$ cat src/hdl/sms_pkg.sv
package sms_pkg;

  // Sizing
  localparam int MAX_SAMPLES = 1024;
  localparam int FRAC_BITS   = 16;
  localparam int ADDR_W      = $clog2(MAX_SAMPLES);
  localparam int CNT_W       = $clog2(MAX_SAMPLES + 1);
  localparam int SAMPLE_W    = 32;
  localparam int SUM_W       = 48;
  localparam int WIDE_W      = 48;
  localparam int TOTAL_W     = 11;
  localparam int ACC_W       = 64;
  localparam int PROD_W      = 128;
  localparam int PAIR_W      = 2 * CNT_W + 2;
  localparam int TRIPLE_W    = PAIR_W + CNT_W;

  localparam logic [ACC_W-1:0]  ACC_MAX  = '1;
  localparam logic [WIDE_W-1:0] WIDE_MAX = '1;

  // Controller states
  typedef enum logic [5:0] {
    S_LOAD, S_MEAN_GO, S_MEAN_WAIT,
    S_RD1, S_DEV1, S_SQ_GO, S_SQ_WAIT,
    S_VAR_GO, S_VAR_WAIT, S_ROOT_GO, S_ROOT_WAIT,
    S_PREP1, S_PREP2, S_RD2, S_DEV2,
    S_Z_GO, S_Z_WAIT, S_Z2_GO, S_Z2_WAIT, S_Z3_GO, S_Z3_WAIT, S_Z4_GO, S_Z4_WAIT,
    S_SKM_GO, S_SKM_WAIT, S_SKD_GO, S_SKD_WAIT,
    S_K1M_GO, S_K1M_WAIT, S_K1D_GO, S_K1D_WAIT, S_K2_GO, S_K2_WAIT,
    S_FINISH
  } state_t;

  // Datapath operations
  typedef enum logic [4:0] {
    OP_NONE, OP_LOAD, OP_MEAN_GO, OP_MEAN_END, OP_RD, OP_DEV,
    OP_SQ_GO, OP_SQ_END, OP_VAR_GO, OP_VAR_END, OP_ROOT_GO, OP_ROOT_END,
    OP_PREP1, OP_PREP2, OP_Z_GO, OP_Z_END, OP_Z2_GO, OP_Z2_END,
    OP_Z3_GO, OP_Z3_END, OP_Z4_GO, OP_Z4_END,
    OP_SKM_GO, OP_SKD_GO, OP_SK_END, OP_K1M_GO, OP_K1D_GO, OP_K1_END,
    OP_K2_GO, OP_K2_END, OP_FINISH
  } op_t;

  typedef struct packed {
    op_t op;
  } cmd_t;

  typedef struct packed {
    logic mul_done;
    logic div_done;
    logic root_done;
    logic root_zero;
    logic idx_last;
    logic n_ge2;
    logic n_ge3;
    logic n_ge4;
    logic out_free;
  } status_t;

  // Saturating 64-bit add
  function automatic logic [ACC_W-1:0] sat_add(input logic [ACC_W-1:0] a,
                                               input logic [ACC_W-1:0] b);
    logic [ACC_W:0] s;
    s = {1'b0, a} + {1'b0, b};
    return s[ACC_W] ? ACC_MAX : s[ACC_W-1:0];
  endfunction

  // floor(p / 2^F), saturating at 2^64-1
  function automatic logic [ACC_W-1:0] frac_sat(input logic [PROD_W-1:0] p);
    logic [PROD_W-1:0] s;
    s = p >> FRAC_BITS;
    return (s[PROD_W-1:ACC_W] != '0) ? ACC_MAX : s[ACC_W-1:0];
  endfunction

  // Clamp a sign and magnitude to a signed 32-bit word
  function automatic logic [31:0] clamp32(input logic neg, input logic [ACC_W-1:0] mag);
    logic [ACC_W-1:0] nm;
    nm = '0 - mag;
    if (neg) begin
      return (mag >= 64'h8000_0000) ? 32'h8000_0000 : nm[31:0];
    end
    return (mag > 64'h7FFF_FFFF) ? 32'h7FFF_FFFF : mag[31:0];
  endfunction

endpackage

$ cat src/hdl/sms_ctrl.sv
module sms_ctrl (
  input  logic              clk,
  input  logic              rst,
  input  logic              in_valid,
  input  logic              in_last,
  output logic              in_ready,
  input  sms_pkg::status_t  status,
  output sms_pkg::cmd_t     cmd
);

  sms_pkg::state_t state, state_next;

  always_ff @(posedge clk) begin
    if (rst) begin
      state <= sms_pkg::S_LOAD;
    end else begin
      state <= state_next;
    end
  end

  // Sequence: load, mean, sum of squares, variance, root, cubic/quartic pass, skew, kurtosis, finish
  always_comb begin
    state_next = state;
    cmd.op     = sms_pkg::OP_NONE;
    in_ready   = 1'b0;
    unique case (state)
      sms_pkg::S_LOAD: begin
        in_ready = 1'b1;
        if (in_valid) begin
          cmd.op = sms_pkg::OP_LOAD;
          if (in_last) state_next = sms_pkg::S_MEAN_GO;
        end
      end
      sms_pkg::S_MEAN_GO: begin
        cmd.op = sms_pkg::OP_MEAN_GO; state_next = sms_pkg::S_MEAN_WAIT;
      end
      sms_pkg::S_MEAN_WAIT: if (status.div_done) begin
        cmd.op     = sms_pkg::OP_MEAN_END;
        state_next = status.n_ge2 ? sms_pkg::S_RD1 : sms_pkg::S_FINISH;
      end
      sms_pkg::S_RD1:   begin cmd.op = sms_pkg::OP_RD;    state_next = sms_pkg::S_DEV1;  end
      sms_pkg::S_DEV1:  begin cmd.op = sms_pkg::OP_DEV;   state_next = sms_pkg::S_SQ_GO; end
      sms_pkg::S_SQ_GO: begin cmd.op = sms_pkg::OP_SQ_GO; state_next = sms_pkg::S_SQ_WAIT; end
      sms_pkg::S_SQ_WAIT: if (status.mul_done) begin
        cmd.op     = sms_pkg::OP_SQ_END;
        state_next = status.idx_last ? sms_pkg::S_VAR_GO : sms_pkg::S_RD1;
      end
      sms_pkg::S_VAR_GO: begin
        cmd.op = sms_pkg::OP_VAR_GO; state_next = sms_pkg::S_VAR_WAIT;
      end
      sms_pkg::S_VAR_WAIT: if (status.div_done) begin
        cmd.op = sms_pkg::OP_VAR_END; state_next = sms_pkg::S_ROOT_GO;
      end
      sms_pkg::S_ROOT_GO: begin
        cmd.op = sms_pkg::OP_ROOT_GO; state_next = sms_pkg::S_ROOT_WAIT;
      end
      sms_pkg::S_ROOT_WAIT: if (status.root_done) begin
        cmd.op     = sms_pkg::OP_ROOT_END;
        state_next = (status.n_ge3 && !status.root_zero) ? sms_pkg::S_PREP1
                                                         : sms_pkg::S_FINISH;
      end
      sms_pkg::S_PREP1: begin cmd.op = sms_pkg::OP_PREP1; state_next = sms_pkg::S_PREP2; end
      sms_pkg::S_PREP2: begin cmd.op = sms_pkg::OP_PREP2; state_next = sms_pkg::S_RD2;   end
      sms_pkg::S_RD2:   begin cmd.op = sms_pkg::OP_RD;    state_next = sms_pkg::S_DEV2;  end
      sms_pkg::S_DEV2:  begin cmd.op = sms_pkg::OP_DEV;   state_next = sms_pkg::S_Z_GO;  end
      sms_pkg::S_Z_GO:  begin cmd.op = sms_pkg::OP_Z_GO;  state_next = sms_pkg::S_Z_WAIT; end
      sms_pkg::S_Z_WAIT: if (status.div_done) begin
        cmd.op = sms_pkg::OP_Z_END; state_next = sms_pkg::S_Z2_GO;
      end
      sms_pkg::S_Z2_GO: begin cmd.op = sms_pkg::OP_Z2_GO; state_next = sms_pkg::S_Z2_WAIT; end
      sms_pkg::S_Z2_WAIT: if (status.mul_done) begin
        cmd.op = sms_pkg::OP_Z2_END; state_next = sms_pkg::S_Z3_GO;
      end
      sms_pkg::S_Z3_GO: begin cmd.op = sms_pkg::OP_Z3_GO; state_next = sms_pkg::S_Z3_WAIT; end
      sms_pkg::S_Z3_WAIT: if (status.mul_done) begin
        cmd.op = sms_pkg::OP_Z3_END; state_next = sms_pkg::S_Z4_GO;
      end
      sms_pkg::S_Z4_GO: begin cmd.op = sms_pkg::OP_Z4_GO; state_next = sms_pkg::S_Z4_WAIT; end
      sms_pkg::S_Z4_WAIT: if (status.mul_done) begin
        cmd.op     = sms_pkg::OP_Z4_END;
        state_next = status.idx_last ? sms_pkg::S_SKM_GO : sms_pkg::S_RD2;
      end
      sms_pkg::S_SKM_GO: begin
        cmd.op = sms_pkg::OP_SKM_GO; state_next = sms_pkg::S_SKM_WAIT;
      end
      sms_pkg::S_SKM_WAIT: if (status.mul_done) state_next = sms_pkg::S_SKD_GO;
      sms_pkg::S_SKD_GO: begin
        cmd.op = sms_pkg::OP_SKD_GO; state_next = sms_pkg::S_SKD_WAIT;
      end
      sms_pkg::S_SKD_WAIT: if (status.div_done) begin
        cmd.op     = sms_pkg::OP_SK_END;
        state_next = status.n_ge4 ? sms_pkg::S_K1M_GO : sms_pkg::S_FINISH;
      end
      sms_pkg::S_K1M_GO: begin
        cmd.op = sms_pkg::OP_K1M_GO; state_next = sms_pkg::S_K1M_WAIT;
      end
      sms_pkg::S_K1M_WAIT: if (status.mul_done) state_next = sms_pkg::S_K1D_GO;
      sms_pkg::S_K1D_GO: begin
        cmd.op = sms_pkg::OP_K1D_GO; state_next = sms_pkg::S_K1D_WAIT;
      end
      sms_pkg::S_K1D_WAIT: if (status.div_done) begin
        cmd.op = sms_pkg::OP_K1_END; state_next = sms_pkg::S_K2_GO;
      end
      sms_pkg::S_K2_GO: begin cmd.op = sms_pkg::OP_K2_GO; state_next = sms_pkg::S_K2_WAIT; end
      sms_pkg::S_K2_WAIT: if (status.div_done) begin
        cmd.op = sms_pkg::OP_K2_END; state_next = sms_pkg::S_FINISH;
      end
      sms_pkg::S_FINISH: if (status.out_free) begin
        cmd.op = sms_pkg::OP_FINISH; state_next = sms_pkg::S_LOAD;
      end
      default: state_next = sms_pkg::S_LOAD;
    endcase
  end

endmodule

$ cat config.mk
export PLATFORM = sky130hd
export DESIGN_NAME = sms_ctrl
export DESIGN_NICKNAME = d
export VERILOG_FILES = /design/src/hdl/sms_pkg.sv /design/src/hdl/sms_ctrl.sv
export SDC_FILE = /design/constraint.sdc
export NUM_CORES = 1
export LEC_CHECK = 0
export ABC_AREA = 1
export BUFFER_PORTS_ARGS = -buffer_cell sky130_fd_sc_hd__buf_2
export CORE_MARGIN = 1.5
export CORE_UTILIZATION = 50
export CTS_BUF_LIST = sky130_fd_sc_hd__clkbuf_4
export DETAILED_ROUTE_END_ITERATION = 8
export GPL_ROUTABILITY_DRIVEN = 0
export PLACE_DENSITY_LB_ADDON = 0.05
export REMOVE_ABC_BUFFERS = 1
export SLEW_MARGIN = 10
export SYNTH_ARGS = -nofsm -noshare
export SYNTH_HDL_FRONTEND = slang
export SYNTH_SLANG_ARGS = --single-unit
$ cat constraint.sdc
create_clock -name clk -period 1.95 [get_ports clk]
set_input_delay 0.2925 -clock clk [delete_from_list [all_inputs] [get_ports clk]]
set_output_delay 0.2925 -clock clk [all_outputs]
set_load 0.02 [all_outputs]
After elaboration in Yosys (flattened, before gate mapping)
Cells that the tools add are included.
- register bits after elaboration: 6
- word-level logic and storage cells: 93
- input bits: 13
- muxes and demuxes: 37
- equal/unequal tests: 49
- reductions and logical operators: 6
- operators by type and width (cell ; number):
    one-hot mux 6 bit (34 select lines) ; 1
    one-hot mux 5 bit (30 select lines) ; 1
    two-way mux 6 bit ; 19
    == test 6 x 5 -> 1 bit (second input constant) ; 16
    == test 6 x 4 -> 1 bit (second input constant) ; 8
    two-way mux 5 bit ; 8
    != test 2 bit (second input constant) ; 16
    == test 6 x 3 -> 1 bit (second input constant) ; 4
    AND reduction 16 bit ; 1
    == test 6 x 2 -> 1 bit (second input constant) ; 2
    == test 6 bit (second input constant) ; 2
    two-way mux 4 bit ; 3
    == test 6 x 1 -> 1 bit (second input constant) ; 1
    zero test 6 bit ; 1
    two-way mux 3 bit ; 2
    OR reduction 2 bit ; 2
    two-way mux 1 bit ; 2
    two-way mux 2 bit ; 1
    logical AND 1 bit ; 1
    zero test 1 bit ; 1

Longest topological paths before layout
- depth after elaboration: 5
- depth in mapped cells: 13

Worst setup path after synthesis
Ideal clock, no wire load.
- path type: register to output
- start point: reg state[4]
- end point: out cmd[0] in the netlist's numbering
- stages on the path, launching flop included: 9
- arrival time: 1497 ps
- path slack: 161 ps
- buffers on the path: 1
- cells stage by stage: dfxtp_1 > nor2_4 > buf_2 > inv_1 > nor2_1 > nand2_1 > nand2_1 > nor3_1 > nand3b_1
- RTL lines (item ; RTL line ; text):
    start, declared ; sms_ctrl.sv:11 ; sms_pkg::state_t state, state_next;
    start signal, assigned ; sms_ctrl.sv:15 ; state <= sms_pkg::S_LOAD;
    start signal, assigned ; sms_ctrl.sv:17 ; state <= state_next;
    end, declared ; sms_ctrl.sv:8 ; output sms_pkg::cmd_t cmd

==> results.md <==
- Crit path max fanout: 6
- Yosys top cell area share: 22.5%
- Synth area leader: nand2_1
- Residual DRC count: 0
- Clock Skew: 0.00326 ns
- Synth top area cells: nand2_1 23%, nand3_1 12%, nor2_1 10%
- Maximum VDD drop: 1.37 mV
- # H-tree levels: 1
- Post-Synthesis Cells: 257
- Initial drt markers: 230
- Reg power frac: 11.0%
- Slew Limit Fails: 0
- Unrepaired setup endpoints after global routing: true
- Worst setup EP type: output pin
- GRT overflow: 0
- Min-delay worst type: in2reg
- Vias in the first global route: 1625
- Critical Path, Cell by Cell: inv_2 > nand2_4 > nor2_4 > nand2_4 > nor2_4 > nor2_2 > nand2_2 > nor3_2 > nand2_1 > buf_6
- Asr flop ratio synth: 0%
- Measured slew at the worst slew-check pin: 0.334 ns
- Pint: 1160 uW
- Initial core utilization: 54.1%
- Crit path DAT: 1.70 ns
- Detailed placer's ending HPWL: 3440 microns
- Nets: 318
- CTS clock-pin slew for the worst setup and hold paths: 0.04 ns
- Post-Route Utilization: 81.3%
- Via count: 2079
- WHS: 0.252 ns
- Violated checks: setup timing
- Layout cells sized above 1: 44.2%
- Syn Std Cell Area: 0.00137 sq mm
- Number of synthesized flops with an enable pin: 0
- Gr usage total: 29.9%
- Crit path buffers/inverters: 2
- Max cap viols: 0
- Post-synthesis to final-layout area growth: 50.2%
- Antenna violations before repair: 0
- Ys Warns: 0
- Worst Setup Path Type: reg2out
- Die height: 55.3 microns
- Net Sw Frac: 55.0%
- Width of the die: 55.3 microns
- Wire per inst: 16.9 microns
- Via density per instance: 6.24
- First-pass GRT wire length: 7480 microns
- CTS root buf: clkbuf_4
- Worst-skew pair later-pin latency: 0.24 ns
- Count of cell types in the netlist: 30
- Max Clock Freq: 501 MHz
- Clock power share: 4.2%
- CP startpoint kind: register
- Prevailing post-synth register cell: dfxtp_1
- ANT cells: 0
- Power per standard cell area: 1260 mW/mm^2
- Num rows: 18
- CP max stage delay: 0.37 ns
- Slowest cell on the critical path: dfxtp_4
- Biggest regs: state (6)
- Top-count cell post-synth: nand2_1
- Max reg flops: 6
- Hold_buf cts: 0
- Die area: 0.00305 sq mm
- I/O pins: 19
- Fin. Hold Viols: 0
- Status: finished, violations left
- Leakage power: 0.00111 uW
- Setup ws final: -0.0463 ns
- Required @ worst endpoint: 1.66 ns
- Count of endpoints failing setup in the final report: 3
- Port buffer count: 18
- Max Root-Sink Buffers: 2
- Fin crit period: 2.00 ns
- Placeable Area: 0.00252 sq mm
- Psw: 1420 uW
- Period Utilization, post-route: 102%
- Initial DRT Pass Iterations: 5
- CTS tree: built
- Most flop-heavy register: state
- Delay-heaviest family, CP: simple AND/OR/NAND/NOR gates
- Num CTS Buffers: 3
- Synth top cells by count: 82 x nand2_1, 38 x nor2_1, 34 x nand3_1, 14 x inv_1, 11 x nand2_2
- Post-synthesis sequential area ratio: 8.80%
- Syn_area_per_cell: 5.31 sq um
- # fillers: 162
- Gate power share: 84.7%
- Routed Antenna Nets: 0
- Max_slew headroom: 77.5%
- Largest net degree at the start of global routing: 13
- Synthesis-stage register bit count: 6
- WL final: 5630 microns
- Clock sink total: 6
what timing repair did:
item | 4_1_cts | 5_1_grt
buffers inserted | 5 | 19
gates resized for setup | 11 | 68
pin swaps | 2 | 22
setup endpoints to repair | 5 | 5
cloned | 0 | 0
layout by cell type (no fill, tap or decap), types with 10 or more instances in the layout:
| master | n |
|---|---|
| nand3_2 | 12 |
| buf_4 | 26 |
| nor2_1 | 32 |
| nand2_1 | 76 |
| buf_2 | 13 |
| nand4_1 | 10 |
| nand3_1 | 24 |
| nor2_4 | 13 |
| nand2_2 | 11 |
| inv_1 | 13 |
through the flow:
stage               power, uW  instance area [sq um]  worst slack (ns)  instances  TNS, ns
floorplan                1290                   1320             0.135        250        0
global placement         1710                   1510             0.125        307        0
detailed placement       1690                   1510             0.122        307        0
CTS                      1970                   1620           0.00397        315        0
global route             2740                   2050            -0.111        333   -0.408
finish                   2580                   2050           -0.0463        333  -0.0655
power groups by stage:
stage	Combinational, uW	Clock, uW	Sequential, uW
after detailed placement	1450	0	246
after CTS	1600	115	257
after floorplan	1040	0	243
final	2190	110	285
after global routing	2320	125	289
after global placement	1470	0	243
metal layers:
layer | wire length (microns) | track usage [%] | vias up | share of wire (%)
met3 | 678 | 5.39 | 46 | 12
met4 | 231 | 11.8 | 0 | 4.1
met5 | 0 | 0 | - | 0
li1 | - | - | 937 | -
met2 | 2570 | 46.4 | 189 | 46
met1 | 2150 | 40.9 | 907 | 38
layout make-up:
type / instances / area [sq um] / area share, %
clock buffers: 3 / 22.5 / 1.10
inverters: 25 / 106 / 5.19
well taps: 30 / 37.5 / 1.83
flip-flops and latches: 6 / 143 / 6.96
repair buffers: 50 / 414 / 20.2
multi-input cells: 219 / 1330 / 64.7
cells by family after synthesis:
kind of cell           share of synthesized area [%]
DFF                                             8.80
AOI/OAI and AO/OA                               4.95
and+or+nand+nor                                 75.7
buffers and inverters                           10.5
final timing paths:
kind                                from        to  slack, ns  cells after the start
worst min-delay path                 rst  state[0]       0.25                      2
worst max-delay path            state[0]    cmd[4]      -0.05                     10
worst min register to register  state[4]  state[4]       0.61                      4
worst max register to register  state[1]  state[5]       0.14                     12
(Power assumes the default switching activity.)
